$ cat config.mk
export PLATFORM = sky130hd
export DESIGN_NAME = ttlp_merge
export DESIGN_NICKNAME = d
export VERILOG_FILES = /design/src/sv/triangle_transform_light_project_core_defines.svh /design/src/sv/ttlp_pkg.sv /design/src/sv/ttlp_merge.sv
export SDC_FILE = /design/constraint.sdc
export NUM_CORES = 1
export LEC_CHECK = 0
export BUFFER_PORTS_ARGS = -buffer_cell sky130_fd_sc_hd__buf_2
export CAP_MARGIN = 20
export CORE_AREA = 4 4 229 231
export CTS_CLUSTER_SIZE = 24
export DETAILED_ROUTE_END_ITERATION = 7
export DIE_AREA = 0 0 233 235
export PLACE_DENSITY_LB_ADDON = 0.3
export RECOVER_POWER = 25
export SYNTH_ARGS = -nofsm -noshare
export SYNTH_HDL_FRONTEND = slang
export SYNTH_SLANG_ARGS = --single-unit
$ cat constraint.sdc
create_clock -name clock -period 1.2 [get_ports clock]
set_input_delay 0.24 -clock clock [delete_from_list [all_inputs] [get_ports clock]]
set_output_delay 0.24 -clock clock [all_outputs]
set_load 0.01 [all_outputs]
$ cat src/sv/triangle_transform_light_project_core_defines.svh
// Assertion macros shared by the triangle transform RTL.
// Depends on nothing; included by files that carry concurrent assertions.
`ifndef TRIANGLE_TRANSFORM_LIGHT_PROJECT_CORE_DEFINES_SVH
`define TRIANGLE_TRANSFORM_LIGHT_PROJECT_CORE_DEFINES_SVH

// Same-cycle implication, disabled during reset.
`define TTLP_ASSERT_IMPL(label, ante, cons) \
   label: assert property (@(posedge clock) disable iff (reset) (ante) |-> (cons)) \
      else $error("ttlp assertion failed");

// Next-cycle implication, disabled during reset.
`define TTLP_ASSERT_NEXT(label, ante, cons) \
   label: assert property (@(posedge clock) disable iff (reset) (ante) |=> (cons)) \
      else $error("ttlp assertion failed");

`endif

$ cat src/sv/ttlp_pkg.sv
// Types, constants and fixed-point helpers for the triangle transform pipeline.
// Depends on nothing; imported by every module of the block.
`default_nettype none
package ttlp_pkg;

   localparam int SCREEN_WIDTH  = 256;
   localparam int SCREEN_HEIGHT = 256;

   // Pipeline stage numbers, stage 0 being the input register.
   localparam int LANE_OUT_STAGE = 52;
   localparam int NRM_OUT_STAGE  = 14;
   localparam int SHADE_DELAY    = LANE_OUT_STAGE - NRM_OUT_STAGE;
   localparam int PIPE_DEPTH     = LANE_OUT_STAGE + 2;
   localparam int DIV_STAGES     = 42;
   localparam int NUM_LANES      = 3;

   localparam int CSR_INDEX_W = 3;
   localparam logic [CSR_INDEX_W-1:0] CSR_COS_ANGLE    = 3'd0;
   localparam logic [CSR_INDEX_W-1:0] CSR_SIN_ANGLE    = 3'd1;
   localparam logic [CSR_INDEX_W-1:0] CSR_DEPTH_OFFSET = 3'd2;
   localparam logic [CSR_INDEX_W-1:0] CSR_PROJ_X_SCALE = 3'd3;
   localparam logic [CSR_INDEX_W-1:0] CSR_PROJ_Y_SCALE = 3'd4;
   localparam logic [CSR_INDEX_W-1:0] CSR_PROJ_Z_SCALE = 3'd5;
   localparam logic [CSR_INDEX_W-1:0] CSR_PROJ_Z_BIAS  = 3'd6;

   typedef struct packed {
      logic signed [17:0] cos_angle;
      logic signed [17:0] sin_angle;
      logic signed [31:0] depth_offset;
      logic signed [31:0] proj_x_scale;
      logic signed [31:0] proj_y_scale;
      logic signed [31:0] proj_z_scale;
      logic signed [31:0] proj_z_bias;
   } cfg_type;

   localparam cfg_type CFG_RESET = '{
      cos_angle:    18'sd65536,
      sin_angle:    18'sd0,
      depth_offset: 32'sd1376256,
      proj_x_scale: 32'sd65536,
      proj_y_scale: 32'sd65536,
      proj_z_scale: 32'sd65543,
      proj_z_bias:  -32'sd6554
   };

   localparam logic signed [41:0] PRJ_LIMIT = 42'sh100_0000_0000;
   localparam logic signed [13:0] SCR_W = 14'(SCREEN_WIDTH);
   localparam logic signed [13:0] SCR_H = 14'(SCREEN_HEIGHT);

   function automatic logic signed [31:0] sat32(logic signed [65:0] v);
      if (v > 66'sd2147483647) begin
         return 32'sh7fff_ffff;
      end else if (v < -66'sd2147483648) begin
         return 32'sh8000_0000;
      end
      return v[31:0];
   endfunction

   // floor(acc / 2^16) saturated to 32 bits
   function automatic logic signed [31:0] lin_round(logic signed [51:0] acc);
      logic signed [51:0] sh;
      sh = acc >>> 16;
      return sat32(66'(sh));
   endfunction

   // One restoring step: returns {quotient bit, new remainder}.
   function automatic logic [32:0] div_step(logic [31:0] rem, logic nb, logic [31:0] den);
      logic [32:0] trial;
      trial = {rem, nb};
      if (trial >= {1'b0, den}) begin
         return {1'b1, 32'(trial - {1'b0, den})};
      end
      return {1'b0, trial[31:0]};
   endfunction

   // Quotient or raw value, clamped to +/- 2^40.
   function automatic logic signed [41:0] resolve_xy(logic wz, logic ovf, logic neg,
                                                     logic [41:0] q, logic signed [48:0] raw);
      if (wz) begin
         if (raw > 49'(PRJ_LIMIT)) return PRJ_LIMIT;
         if (raw < -49'(PRJ_LIMIT)) return -PRJ_LIMIT;
         return raw[41:0];
      end
      if (ovf || q > PRJ_LIMIT) begin
         return neg ? -PRJ_LIMIT : PRJ_LIMIT;
      end
      return neg ? -$signed(q) : $signed(q);
   endfunction

   // Quotient or raw value, saturated to 32 bits.
   function automatic logic signed [31:0] resolve_z(logic wz, logic ovf, logic neg,
                                                    logic [41:0] q, logic signed [48:0] raw);
      logic signed [42:0] qs;
      qs = neg ? -$signed({1'b0, q}) : $signed({1'b0, q});
      if (wz) return sat32(66'(raw));
      if (ovf) return neg ? 32'sh8000_0000 : 32'sh7fff_ffff;
      return sat32(66'(qs));
   endfunction

   // floor((c + 1.0) * size / 2) saturated to 32 bits
   function automatic logic signed [31:0] screen_map(logic signed [41:0] c,
                                                     logic signed [13:0] size);
      logic signed [42:0] t;
      logic signed [56:0] prod;
      t = 43'(c) + 43'sd65536;
      prod = 57'(t) * 57'(size);
      return sat32(66'(prod >>> 1));
   endfunction

endpackage
`default_nettype wire

$ cat src/sv/ttlp_merge.sv
// Merge stage: aligns the cull and shade result with the lane outputs.
// Depends on ttlp_pkg; zeroes every field of a hidden face.
`default_nettype none
module ttlp_merge import ttlp_pkg::*; (
   input  logic               clock,
   input  logic               advance,
   input  logic               vis_in,
   input  logic signed [4:0]  shade_in,
   input  logic signed [31:0] lane_sx [0:NUM_LANES-1],
   input  logic signed [31:0] lane_sy [0:NUM_LANES-1],
   input  logic signed [31:0] lane_sz [0:NUM_LANES-1],
   output logic               visible,
   output logic signed [4:0]  shade_level,
   output logic signed [31:0] sx [0:NUM_LANES-1],
   output logic signed [31:0] sy [0:NUM_LANES-1],
   output logic signed [31:0] sz [0:NUM_LANES-1]
);

   logic              vis_dly_ff   [0:SHADE_DELAY-1];
   logic signed [4:0] shade_dly_ff [0:SHADE_DELAY-1];
   logic              visible_ff;
   logic signed [4:0] shade_ff;
   logic signed [31:0] sx_ff [0:NUM_LANES-1];
   logic signed [31:0] sy_ff [0:NUM_LANES-1];
   logic signed [31:0] sz_ff [0:NUM_LANES-1];
   logic              vis_now;

   assign vis_now = vis_dly_ff[SHADE_DELAY-1];

   always_ff @(posedge clock) begin
      if (advance) begin
         vis_dly_ff[0]   <= vis_in;
         shade_dly_ff[0] <= shade_in;
         for (int i = 1; i < SHADE_DELAY; i++) begin
            vis_dly_ff[i]   <= vis_dly_ff[i-1];
            shade_dly_ff[i] <= shade_dly_ff[i-1];
         end
         visible_ff <= vis_now;
         shade_ff   <= vis_now ? shade_dly_ff[SHADE_DELAY-1] : 5'sd0;
         for (int i = 0; i < NUM_LANES; i++) begin
            sx_ff[i] <= vis_now ? lane_sx[i] : 32'sd0;
            sy_ff[i] <= vis_now ? lane_sy[i] : 32'sd0;
            sz_ff[i] <= vis_now ? lane_sz[i] : 32'sd0;
         end
      end
   end

   assign visible     = visible_ff;
   assign shade_level = shade_ff;
   assign sx = sx_ff;
   assign sy = sy_ff;
   assign sz = sz_ff;

endmodule
`default_nettype wire

==> results of run 1 <==
[per-stage QoR]
step	total power [mW]	std cells	cell area (µm²)	hold slack (ns)
final	42.3	2601	29000	0.363
after global routing	43.9	2600	29000	0.343
after CTS	42.5	2585	28700	0.0957
after detailed placement	24.3	2128	21900	0.405
after global placement	24.2	2128	21900	0.401
after floorplan	22.5	847	17700	0.339
[layer usage]
metal  track usage  up-vias
met5             0        -
li1              -     5201
met4        0.0808        4
met1         0.218     5744
met2         0.317      558
met3        0.0482      131
[power by group]
group | internal [mW] | total (mW) | switching (mW)
combinational | 2.63 | 4.48 | 1.85
clock | 9.28 | 16.3 | 7.05
sequential | 21.2 | 21.5 | 0.299
[cells in the mapped netlist]
cell type,n
edfxtp_1,522
and2_1,293
clkbuf_2,27
clkbuf_1,2
clkbuf_4,2
buf_2,1
[layout make-up]
class                   instances  area share
flip-flops and latches        522       0.541
multi-input cells             293      0.0870
clock buffers                  62      0.0484
well taps                     672      0.0290
diodes                          9    0.000777
repair buffers               1005       0.283
clock inverters                38      0.0112
[layout by cell type (no fill, tap or decap), types with 9 or more instances in the layout]
| master | count |
|---|---|
| and2_1 | 17 |
| buf_12 | 33 |
| buf_8 | 10 |
| clkbuf_16 | 63 |
| dlygate4sd3_1 | 294 |
| and2_4 | 276 |
| clkbuf_1 | 13 |
| buf_6 | 36 |
| clkinv_2 | 9 |
| buf_2 | 563 |
| edfxtp_1 | 522 |
| buf_4 | 21 |
| clkinv_1 | 15 |
| diode_2 | 9 |
| buf_16 | 30 |
[state kept, by name (all words and copies together), names as in the netlist]
signal	cells
shade_dly_ff	190
sx	96
sy	96
sz	96
vis_dly_ff	38
shade_level	5
visible	1
[logic make-up after synthesis]
kind of cell / share of synthesized area
buffers and inverters: 0.00920
DFF: 0.887
and+or+nand+nor: 0.104
[repair_timing]
| action | in CTS | in global routing |
|---|---|---|
| setup endpoints to repair | 510 | 588 |
| hold endpoints to repair | 294 | 0 |
| setup buffers | 22 | 13 |
| hold buffers | 294 | 0 |
| resized for setup | 293 | 128 |
| pin swaps | 0 | 1 |
| cloned | 41 | 10 |
[path summary, 6_finish.rpt]
path                          from                  to  cells after the start
setup / recovery            sz[90]              sz[90]                      1
hold reg to reg   vis_dly_ff[1][6]    vis_dly_ff[1][7]                      0
setup reg to reg  vis_dly_ff[4][5]              sx[57]                      5
hold / removal         shade_in[2]  shade_dly_ff[0][2]                      2
==> run_summary.xml, run 1 <==
<?xml version="1.0" encoding="UTF-8"?>
<metrics>
  <group name="status">
    <metric name="outcome" unit="">complete, but fails checks</metric>
    <metric name="failed_checks" unit="">negative setup slack</metric>
  </group>
  <group name="critical_path">
    <metric name="critPathKind" unit="">register to output pin</metric>
    <metric name="reg2reg_setup_slack" unit="ns">-0.24</metric>
    <metric name="worst_setup_path_start_kind" unit="">register</metric>
    <metric name="crit_chain" unit="">buf_6</metric>
    <metric name="critPathArrivalTime" unit="ns">1.24</metric>
    <metric name="worst-endpoint-required" unit="ns">0.96</metric>
    <metric name="timing.critical_path.slowest_cell_delay" unit="ns">0.47</metric>
    <metric name="worst-path-max-fanout" unit="">1</metric>
    <metric name="critPathSlowestCell" unit="">edfxtp_1</metric>
    <metric name="cp-end-kind" unit="">output pin</metric>
    <metric name="critPathBufInv" unit="">1</metric>
    <metric name="cpLargestDelayFamily" unit="">flip-flops</metric>
  </group>
  <group name="cells_and_area">
    <metric name="multiInputGateArea" unit="µm²">2520</metric>
    <metric name="utilization" unit="">0.579</metric>
    <metric name="ff_latch_area" unit="µm²">15700</metric>
    <metric name="num-fill-cells" unit="">3738</metric>
    <metric name="layout-drive-gt1-share" unit="">0.552</metric>
    <metric name="area_growth" unit="%">64.1</metric>
    <metric name="final_nets" unit="">2173</metric>
  </group>
  <group name="sta">
    <metric name="post-route-min-period" unit="ns">1.48</metric>
    <metric name="finalCritPeriodShare" unit="">1.23</metric>
    <metric name="layout_setup_ws" unit="ns">-0.278</metric>
    <metric name="final_hold_viol_count" unit="">0</metric>
    <metric name="timing_max_transition_violations_final" unit="">0</metric>
    <metric name="max_freq" unit="MHz">676</metric>
    <metric name="timing.clock.skew" unit="ns">0.0220</metric>
    <metric name="rsz0062_at_grt" unit="">true</metric>
    <metric name="setup_viol" unit="">658</metric>
    <metric name="tightest_slew" unit="ns">1.05</metric>
    <metric name="total_negative_slack_for_setup_checks" unit="ns">-97.16</metric>
    <metric name="timing.slew.headroom" unit="">0.299</metric>
  </group>
  <group name="yosys">
    <metric name="yosysWarningCount" unit="">0</metric>
    <metric name="synth_top_area_frac" unit="">0.887</metric>
    <metric name="postSynthRegisterBits" unit="">522</metric>
    <metric name="number_of_unique_standard_cell_types_used_by_synthesis" unit="">6</metric>
    <metric name="synth.cell_area" unit="µm²">17700</metric>
    <metric name="netlist_instances" unit="">847</metric>
    <metric name="post_synth_main_area_contributors" unit="">edfxtp_1, and2_1, clkbuf_2, clkbuf_4, clkbuf_1</metric>
    <metric name="mappedNetlistNets" unit="">1143</metric>
    <metric name="syn_area_per_cell" unit="µm²">20.9</metric>
    <metric name="yosys.area.top_type" unit="">edfxtp_1</metric>
    <metric name="synth_seq_area_share" unit="">0.887</metric>
  </group>
  <group name="die">
    <metric name="core-area" unit="µm²">50100</metric>
    <metric name="floorplan.die.width" unit="µm">233</metric>
    <metric name="top_level_ports" unit="">590</metric>
    <metric name="height_of_the_die" unit="µm">235</metric>
    <metric name="effective_utilization_at_floorplan" unit="">0.353</metric>
    <metric name="floorplan.rows" unit="">82</metric>
    <metric name="dieArea" unit="µm²">54800</metric>
  </group>
  <group name="clock_network">
    <metric name="clock-root-buffer" unit="">clkbuf_16</metric>
    <metric name="cts_tree" unit="">yes</metric>
    <metric name="clk-insertion-delay-late" unit="ns">0.59</metric>
    <metric name="clock_path_buffers" unit="">3</metric>
    <metric name="clkSlewWorstSetupHoldPaths" unit="ns">0.06</metric>
    <metric name="total_number_of_clock_tree_sinks" unit="">522</metric>
    <metric name="ctsHtreeMaxLevel" unit="">2</metric>
    <metric name="tritoncts.num_buffers" unit="">55</metric>
  </group>
  <group name="drt">
    <metric name="vias" unit="">11638</metric>
    <metric name="antenna_violating_nets_post_route" unit="">0</metric>
    <metric name="detailroute.wirelength.met3" unit="µm">4230</metric>
    <metric name="met1Wirelength" unit="µm">20200</metric>
    <metric name="wire_per_inst" unit="µm">20.9</metric>
    <metric name="detail_route.iter0.violations" unit="">721</metric>
    <metric name="detail_route.drc_violations" unit="">0</metric>
    <metric name="dr_wl_met2" unit="µm">27800</metric>
    <metric name="top_layer" unit="">met5</metric>
    <metric name="routed_via_density" unit="">4.47</metric>
    <metric name="detail_route.first_pass.iterations" unit="">4</metric>
    <metric name="drt_wl_total" unit="µm">54400</metric>
  </group>
  <group name="global_routing">
    <metric name="initial_antenna_violation_count" unit="">11</metric>
    <metric name="globalRouteTotalUtil" unit="">0.185</metric>
    <metric name="gr-total-overflow" unit="">0</metric>
    <metric name="grt_pass1_wl" unit="µm">76600</metric>
    <metric name="grt_max_degree" unit="">63</metric>
    <metric name="grt_pass1_vias" unit="">12543</metric>
  </group>
  <group name="placement">
    <metric name="portBuffers" unit="">589</metric>
    <metric name="pre_cts_ws" unit="ns">-0.0381</metric>
    <metric name="post-dp-hpwl" unit="µm">29500</metric>
    <metric name="gp_congestion" unit="">0.791</metric>
  </group>
  <group name="power_and_ir_drop">
    <metric name="max_rail_drop_vdd" unit="V">0.00115</metric>
    <metric name="power_per_cell_area" unit="nW/µm²">1460</metric>
    <metric name="p_leak" unit="nW">12.2</metric>
  </group>
  <group name="job">
    <metric name="number_of_max_cap_violations" unit="">0</metric>
  </group>
  <group name="hold_path">
    <metric name="worst_hold_path_type" unit="">input pin to register</metric>
  </group>
</metrics>
No activity file was read; power rests on OpenSTA's default activity.
==> run 2, diff against run 1 <==
RECOVER_POWER = default   (was 25)
==> run_summary.xml, run 2 (synthesis results as in run 1) <==
<?xml version="1.0" encoding="UTF-8"?>
<metrics>
  <group name="placement">
    <metric name="gp_congestion" unit="">0.791</metric>
    <metric name="pre_cts_ws" unit="ns">-0.0381</metric>
    <metric name="portBuffers" unit="">589</metric>
    <metric name="post-dp-hpwl" unit="µm">29500</metric>
  </group>
  <group name="hold_path">
    <metric name="worstHoldEndpoint" unit="">shade_dly_ff[1][4]</metric>
    <metric name="worst_hold_path_type" unit="">input pin to register</metric>
    <metric name="hold_start" unit="">advance</metric>
    <metric name="min_path_cells" unit="">2</metric>
  </group>
  <group name="critical_path">
    <metric name="worst-endpoint-required" unit="ns">0.96</metric>
    <metric name="cp-end-kind" unit="">output pin</metric>
    <metric name="reg2reg_setup_slack" unit="ns">-0.25</metric>
    <metric name="critPathSlowestCell" unit="">edfxtp_1</metric>
    <metric name="reg2reg_to" unit="">sx[57]</metric>
    <metric name="critPathArrivalTime" unit="ns">1.23</metric>
    <metric name="worst-path-max-fanout" unit="">1</metric>
    <metric name="r2r_cells" unit="">5</metric>
    <metric name="crit_chain" unit="">buf_6</metric>
    <metric name="critPathKind" unit="">register to output pin</metric>
    <metric name="critPathBufInv" unit="">1</metric>
    <metric name="reg2reg_from" unit="">vis_dly_ff[4][5]</metric>
    <metric name="worst_setup_path_start_kind" unit="">register</metric>
    <metric name="timing.critical_path.slowest_cell_delay" unit="ns">0.47</metric>
    <metric name="cpLargestDelayFamily" unit="">flip-flops</metric>
  </group>
  <group name="drt">
    <metric name="drt_wl_total" unit="µm">54500</metric>
    <metric name="antenna_violating_nets_post_route" unit="">0</metric>
    <metric name="wire_per_inst" unit="µm">20.9</metric>
    <metric name="routed_via_density" unit="">4.48</metric>
    <metric name="vias" unit="">11663</metric>
    <metric name="detail_route.iter0.violations" unit="">725</metric>
    <metric name="detail_route.drc_violations" unit="">0</metric>
    <metric name="detail_route.first_pass.iterations" unit="">4</metric>
  </group>
  <group name="global_routing">
    <metric name="initial_antenna_violation_count" unit="">11</metric>
    <metric name="grt_max_degree" unit="">63</metric>
    <metric name="gr-total-overflow" unit="">0</metric>
    <metric name="globalRouteTotalUtil" unit="">0.185</metric>
    <metric name="grt_pass1_vias" unit="">12543</metric>
    <metric name="grt_pass1_wl" unit="µm">76600</metric>
  </group>
  <group name="sta">
    <metric name="layout_setup_ws" unit="ns">-0.274</metric>
    <metric name="tightest_slew" unit="ns">0.341</metric>
    <metric name="total_negative_slack_for_setup_checks" unit="ns">-96.08</metric>
    <metric name="timing.slew.headroom" unit="">0.772</metric>
    <metric name="post-route-min-period" unit="ns">1.47</metric>
    <metric name="rsz0062_at_grt" unit="">true</metric>
    <metric name="timing_max_transition_violations_final" unit="">0</metric>
    <metric name="finalCritPeriodShare" unit="">1.23</metric>
    <metric name="timing.clock.skew" unit="ns">0.0184</metric>
    <metric name="final_hold_viol_count" unit="">0</metric>
    <metric name="max_freq" unit="MHz">679</metric>
    <metric name="setup_viol" unit="">585</metric>
  </group>
  <group name="die">
    <metric name="floorplan.rows" unit="">82</metric>
    <metric name="height_of_the_die" unit="µm">235</metric>
    <metric name="core-area" unit="µm²">50100</metric>
    <metric name="top_level_ports" unit="">590</metric>
    <metric name="dieArea" unit="µm²">54800</metric>
    <metric name="effective_utilization_at_floorplan" unit="">0.353</metric>
    <metric name="floorplan.die.width" unit="µm">233</metric>
  </group>
  <group name="clock_network">
    <metric name="ctsHtreeMaxLevel" unit="">2</metric>
    <metric name="clkSlewWorstSetupHoldPaths" unit="ns">0.06</metric>
    <metric name="cts_tree" unit="">yes</metric>
    <metric name="clk-insertion-delay-late" unit="ns">0.59</metric>
    <metric name="total_number_of_clock_tree_sinks" unit="">522</metric>
    <metric name="clock_path_buffers" unit="">3</metric>
    <metric name="tritoncts.num_buffers" unit="">55</metric>
    <metric name="clock-root-buffer" unit="">clkbuf_16</metric>
  </group>
  <group name="cells_and_area">
    <metric name="largest_register" unit="">shade_dly_ff</metric>
    <metric name="ff_latch_area" unit="µm²">15700</metric>
    <metric name="largest_reg_flops" unit="">190</metric>
    <metric name="area_growth" unit="%">64.6</metric>
    <metric name="num-fill-cells" unit="">3723</metric>
    <metric name="mostFrequentLayoutCell" unit="">buf_2</metric>
    <metric name="multiInputGateArea" unit="µm²">2520</metric>
    <metric name="mostFrequentLayoutCells" unit="">buf_2, edfxtp_1, dlygate4sd3_1</metric>
    <metric name="layout-drive-gt1-share" unit="">0.555</metric>
    <metric name="final_nets" unit="">2173</metric>
  </group>
  <group name="job">
    <metric name="number_of_max_cap_violations" unit="">0</metric>
  </group>
  <group name="power_and_ir_drop">
    <metric name="p_leak" unit="nW">12.2</metric>
    <metric name="power_per_cell_area" unit="nW/µm²">1460</metric>
    <metric name="max_rail_drop_vdd" unit="V">0.00115</metric>
  </group>
  <group name="status">
    <metric name="outcome" unit="">complete, but fails checks</metric>
    <metric name="failed_checks" unit="">negative setup slack</metric>
  </group>
</metrics>
[run 2: cell count changes in the layout (fill, tap and decap cells not counted)]
cell	before	now
clkbuf_1	13	7
buf_12	33	38
buf_4	21	26
clkbuf_2	2	0
clkbuf_4	2	0
[run 2: how the worst max path moves through the flow]
stage                           from  endpoint  slack [ns]  depth (start not counted)
floorplan           vis_dly_ff[4][5]     sx[0]        0.08                          3
global placement    vis_dly_ff[4][5]     sy[3]       -0.02                          3
detailed placement  vis_dly_ff[4][5]     sy[1]       -0.04                          3
CTS                           sz[92]    sz[92]       -0.34                          1
global route                  sz[90]    sz[90]       -0.33                          1
finish                        sz[90]    sz[90]       -0.27                          1
[run 2: per-layer routing]
metal,up-vias,global-route usage,part of all wire
met5,-,0,0.00050
li1,5202,-,-
met3,134,0.0482,0.076
met1,5782,0.218,0.37
met4,4,0.0808,0.040
met2,541,0.317,0.51
[run 2: where the power goes]
part | switching, mW | internal [mW]
clock network | 7.06 | 9.28
registers | 0.299 | 21.2
logic | 1.85 | 2.66
total | 9.21 | 33.2
[run 2: through the flow]
step / utilization / cell area (µm²) / total power, mW / cells / hold slack [ns]
4_1_cts: 0.574 / 28700 / 42.5 / 2585 / 0.0957
5_1_grt: 0.581 / 29100 / 43.9 / 2600 / 0.113
3_3_place_gp: 0.438 / 21900 / 24.2 / 2128 / 0.401
3_5_place_dp: 0.438 / 21900 / 24.3 / 2128 / 0.405
2_1_floorplan: - / 17700 / 22.5 / 847 / 0.339
6_report: 0.581 / 29100 / 42.4 / 2601 / 0.118
[run 2: repair_timing]
action / 4_1_cts / 5_1_grt
hold buffers: 294 / 0
gates cloned: 41 / 10
pin swaps: 0 / 1
hold endpoints to repair: 294 / 0
endpoints found under the setup margin: 510 / 588
buffers inserted: 22 / 13
gates resized for setup: 293 / 128
[run 2: cell type report]
cell class / instances / share of cell area
repair buffers: 1005 / 0.285
well taps: 672 / 0.0289
flip-flops and latches: 522 / 0.539
diodes: 9 / 0.000774
clock inverters: 38 / 0.0112
multi-input cells: 293 / 0.0868
clock buffers: 62 / 0.0482
==> run 3, diff against run 2 <==
CORE_AREA = 2 2 227 229   (was 4 4 229 231)
DIE_AREA = 0 0 229 231   (was 0 0 233 235)
SLEW_MARGIN = 40   (was default)
==> run_summary.xml, run 3 (synthesis results as in run 1) <==
<?xml version="1.0" encoding="UTF-8"?>
<metrics>
  <group name="clock_network">
    <metric name="clkSlewWorstSetupHoldPaths" unit="ns">0.06</metric>
    <metric name="tritoncts.num_buffers" unit="">54</metric>
    <metric name="ctsHtreeMaxLevel" unit="">2</metric>
    <metric name="clock-root-buffer" unit="">clkbuf_16</metric>
    <metric name="total_number_of_clock_tree_sinks" unit="">522</metric>
    <metric name="clk-insertion-delay-late" unit="ns">0.58</metric>
    <metric name="cts_tree" unit="">yes</metric>
    <metric name="clock_path_buffers" unit="">3</metric>
  </group>
  <group name="cells_and_area">
    <metric name="largest_register" unit="">shade_dly_ff</metric>
    <metric name="mostFrequentLayoutCells" unit="">buf_2, edfxtp_1, dlygate4sd3_1</metric>
    <metric name="area_growth" unit="%">63.3</metric>
    <metric name="final_nets" unit="">2152</metric>
    <metric name="num-fill-cells" unit="">3768</metric>
    <metric name="mostFrequentLayoutCell" unit="">buf_2</metric>
    <metric name="post_layout_nonfiller_instances" unit="">2583</metric>
    <metric name="largest_reg_flops" unit="">190</metric>
    <metric name="layout-drive-gt1-share" unit="">0.557</metric>
  </group>
  <group name="power_and_ir_drop">
    <metric name="p_int" unit="mW">32.8</metric>
    <metric name="post-layout-total-power" unit="mW">41.8</metric>
    <metric name="power_frac_seq" unit="">0.515</metric>
    <metric name="power_per_cell_area" unit="nW/µm²">1450</metric>
    <metric name="p_clk_frac" unit="">0.378</metric>
    <metric name="switching_share" unit="">0.217</metric>
    <metric name="pwr-share-comb" unit="">0.107</metric>
    <metric name="p_leak" unit="nW">12.1</metric>
    <metric name="switching_power" unit="mW">9.09</metric>
    <metric name="max_rail_drop_vdd" unit="V">0.00112</metric>
  </group>
  <group name="sta">
    <metric name="total_negative_slack_for_setup_checks" unit="ns">-74.31</metric>
    <metric name="post-route-min-period" unit="ns">1.51</metric>
    <metric name="max_freq" unit="MHz">664</metric>
    <metric name="timing_max_transition_violations_final" unit="">0</metric>
    <metric name="rsz0062_at_grt" unit="">true</metric>
    <metric name="finalCritPeriodShare" unit="">1.26</metric>
    <metric name="timing.slew.headroom" unit="">0.827</metric>
    <metric name="setup_viol" unit="">587</metric>
    <metric name="tightest_slew" unit="ns">0.260</metric>
    <metric name="layout_setup_ws" unit="ns">-0.307</metric>
    <metric name="timing.clock.skew" unit="ns">0.00937</metric>
    <metric name="final_hold_viol_count" unit="">0</metric>
  </group>
  <group name="global_routing">
    <metric name="grt_pass1_wl" unit="µm">76700</metric>
    <metric name="grt_max_degree" unit="">42</metric>
    <metric name="initial_antenna_violation_count" unit="">5</metric>
    <metric name="gr-total-overflow" unit="">0</metric>
    <metric name="globalRouteTotalUtil" unit="">0.194</metric>
    <metric name="grt_pass1_vias" unit="">12307</metric>
  </group>
  <group name="hold_path">
    <metric name="worst_hold_path_type" unit="">input pin to register</metric>
    <metric name="hold_start" unit="">advance</metric>
    <metric name="min_path_cells" unit="">2</metric>
    <metric name="worstHoldEndpoint" unit="">shade_dly_ff[3][4]</metric>
  </group>
  <group name="drt">
    <metric name="antenna_violating_nets_post_route" unit="">0</metric>
    <metric name="detail_route.iter0.violations" unit="">663</metric>
    <metric name="detail_route.first_pass.iterations" unit="">4</metric>
    <metric name="drt_wl_total" unit="µm">54000</metric>
    <metric name="routed_via_density" unit="">4.48</metric>
    <metric name="wire_per_inst" unit="µm">20.9</metric>
    <metric name="vias" unit="">11584</metric>
    <metric name="detail_route.drc_violations" unit="">0</metric>
  </group>
  <group name="die">
    <metric name="floorplan.die.width" unit="µm">229</metric>
    <metric name="top_level_ports" unit="">590</metric>
    <metric name="floorplan.rows" unit="">83</metric>
    <metric name="effective_utilization_at_floorplan" unit="">0.349</metric>
    <metric name="dieArea" unit="µm²">52900</metric>
    <metric name="height_of_the_die" unit="µm">231</metric>
    <metric name="core-area" unit="µm²">50700</metric>
  </group>
  <group name="critical_path">
    <metric name="crit_chain" unit="">buf_2</metric>
    <metric name="r2r_cells" unit="">5</metric>
    <metric name="critPathArrivalTime" unit="ns">1.27</metric>
    <metric name="reg2reg_to" unit="">sy[62]</metric>
    <metric name="worst-path-max-fanout" unit="">1</metric>
    <metric name="cpLargestDelayFamily" unit="">flip-flops</metric>
    <metric name="critPathSlowestCell" unit="">edfxtp_1</metric>
    <metric name="worst-endpoint-required" unit="ns">0.96</metric>
    <metric name="critPathKind" unit="">register to output pin</metric>
    <metric name="critPathBufInv" unit="">1</metric>
    <metric name="timing.critical_path.from" unit="">sx[10]</metric>
    <metric name="reg2reg_from" unit="">vis_dly_ff[4][5]</metric>
    <metric name="cp-end-kind" unit="">output pin</metric>
    <metric name="reg2reg_setup_slack" unit="ns">-0.21</metric>
    <metric name="worst_setup_path_start_kind" unit="">register</metric>
    <metric name="timing.critical_path.slowest_cell_delay" unit="ns">0.49</metric>
  </group>
  <group name="placement">
    <metric name="post-dp-hpwl" unit="µm">30900</metric>
    <metric name="placed_cells" unit="">2131</metric>
    <metric name="portBuffers" unit="">589</metric>
    <metric name="gp_congestion" unit="">0.815</metric>
  </group>
  <group name="status">
    <metric name="failed_checks" unit="">negative setup slack</metric>
    <metric name="outcome" unit="">complete, but fails checks</metric>
  </group>
  <group name="job">
    <metric name="number_of_max_cap_violations" unit="">0</metric>
  </group>
</metrics>
-- run 3: power groups by stage --
| stage | clock network, mW | logic [mW] | registers (mW) |
|---|---|---|---|
| after floorplan | 0 | 0.421 | 22.1 |
| after global placement | 0 | 2.47 | 21.8 |
| after detailed placement | 0 | 2.50 | 21.9 |
| after CTS | 16.3 | 4.29 | 21.5 |
| after global routing | 17.0 | 4.73 | 21.6 |
| final | 15.8 | 4.49 | 21.5 |
-- run 3: worst max path at each step --
stage,end,slack (ns),cells past startpoint
5_1_grt,sx[10],-0.33,1
3_5_place_dp,sz[34],-0.09,3
3_3_place_gp,sy[5],-0.07,3
4_1_cts,sx[10],-0.34,1
2_1_floorplan,sx[0],0.08,3
6_report,sx[10],-0.31,1
-- run 3: repair_timing --
action	in CTS	in global routing
hold endpoints to repair	294	0
hold buffers	294	0
gates cloned	32	11
pin swaps	0	1
setup buffers	26	3
resized for setup	328	130
setup endpoints to repair	517	588
-- run 3: routing by layer --
layer,part of all wire,GRT usage,vias up
li1,-,-,5148
met1,0.38,0.228,5714
met2,0.51,0.337,603
met3,0.076,0.0541,115
met4,0.040,0.0783,4
met5,0.00050,0,-
-- run 3: area by class of cell --
cell class / instances / area, µm² / area share
multi-input combinational: 293 / 2570 / 0.0889
clock buffer: 64 / 1390 / 0.0481
sequential: 522 / 15700 / 0.543
timing repair buffer: 985 / 8110 / 0.281
tap: 680 / 851 / 0.0295
clock inverter: 35 / 262 / 0.00906
antenna: 4 / 10.0 / 0.000347
-- run 3: stage by stage --
stage	instance area [µm²]	setup slack, ns	hold slack [ns]	utilization
6_report	28900	-0.307	0.0815	0.570
5_1_grt	28900	-0.333	0.0506	0.569
4_1_cts	28600	-0.336	0.0477	0.565
3_5_place_dp	22000	-0.0919	0.405	0.433
3_3_place_gp	22000	-0.0676	0.402	0.433
2_1_floorplan	17700	0.0776	0.339	-
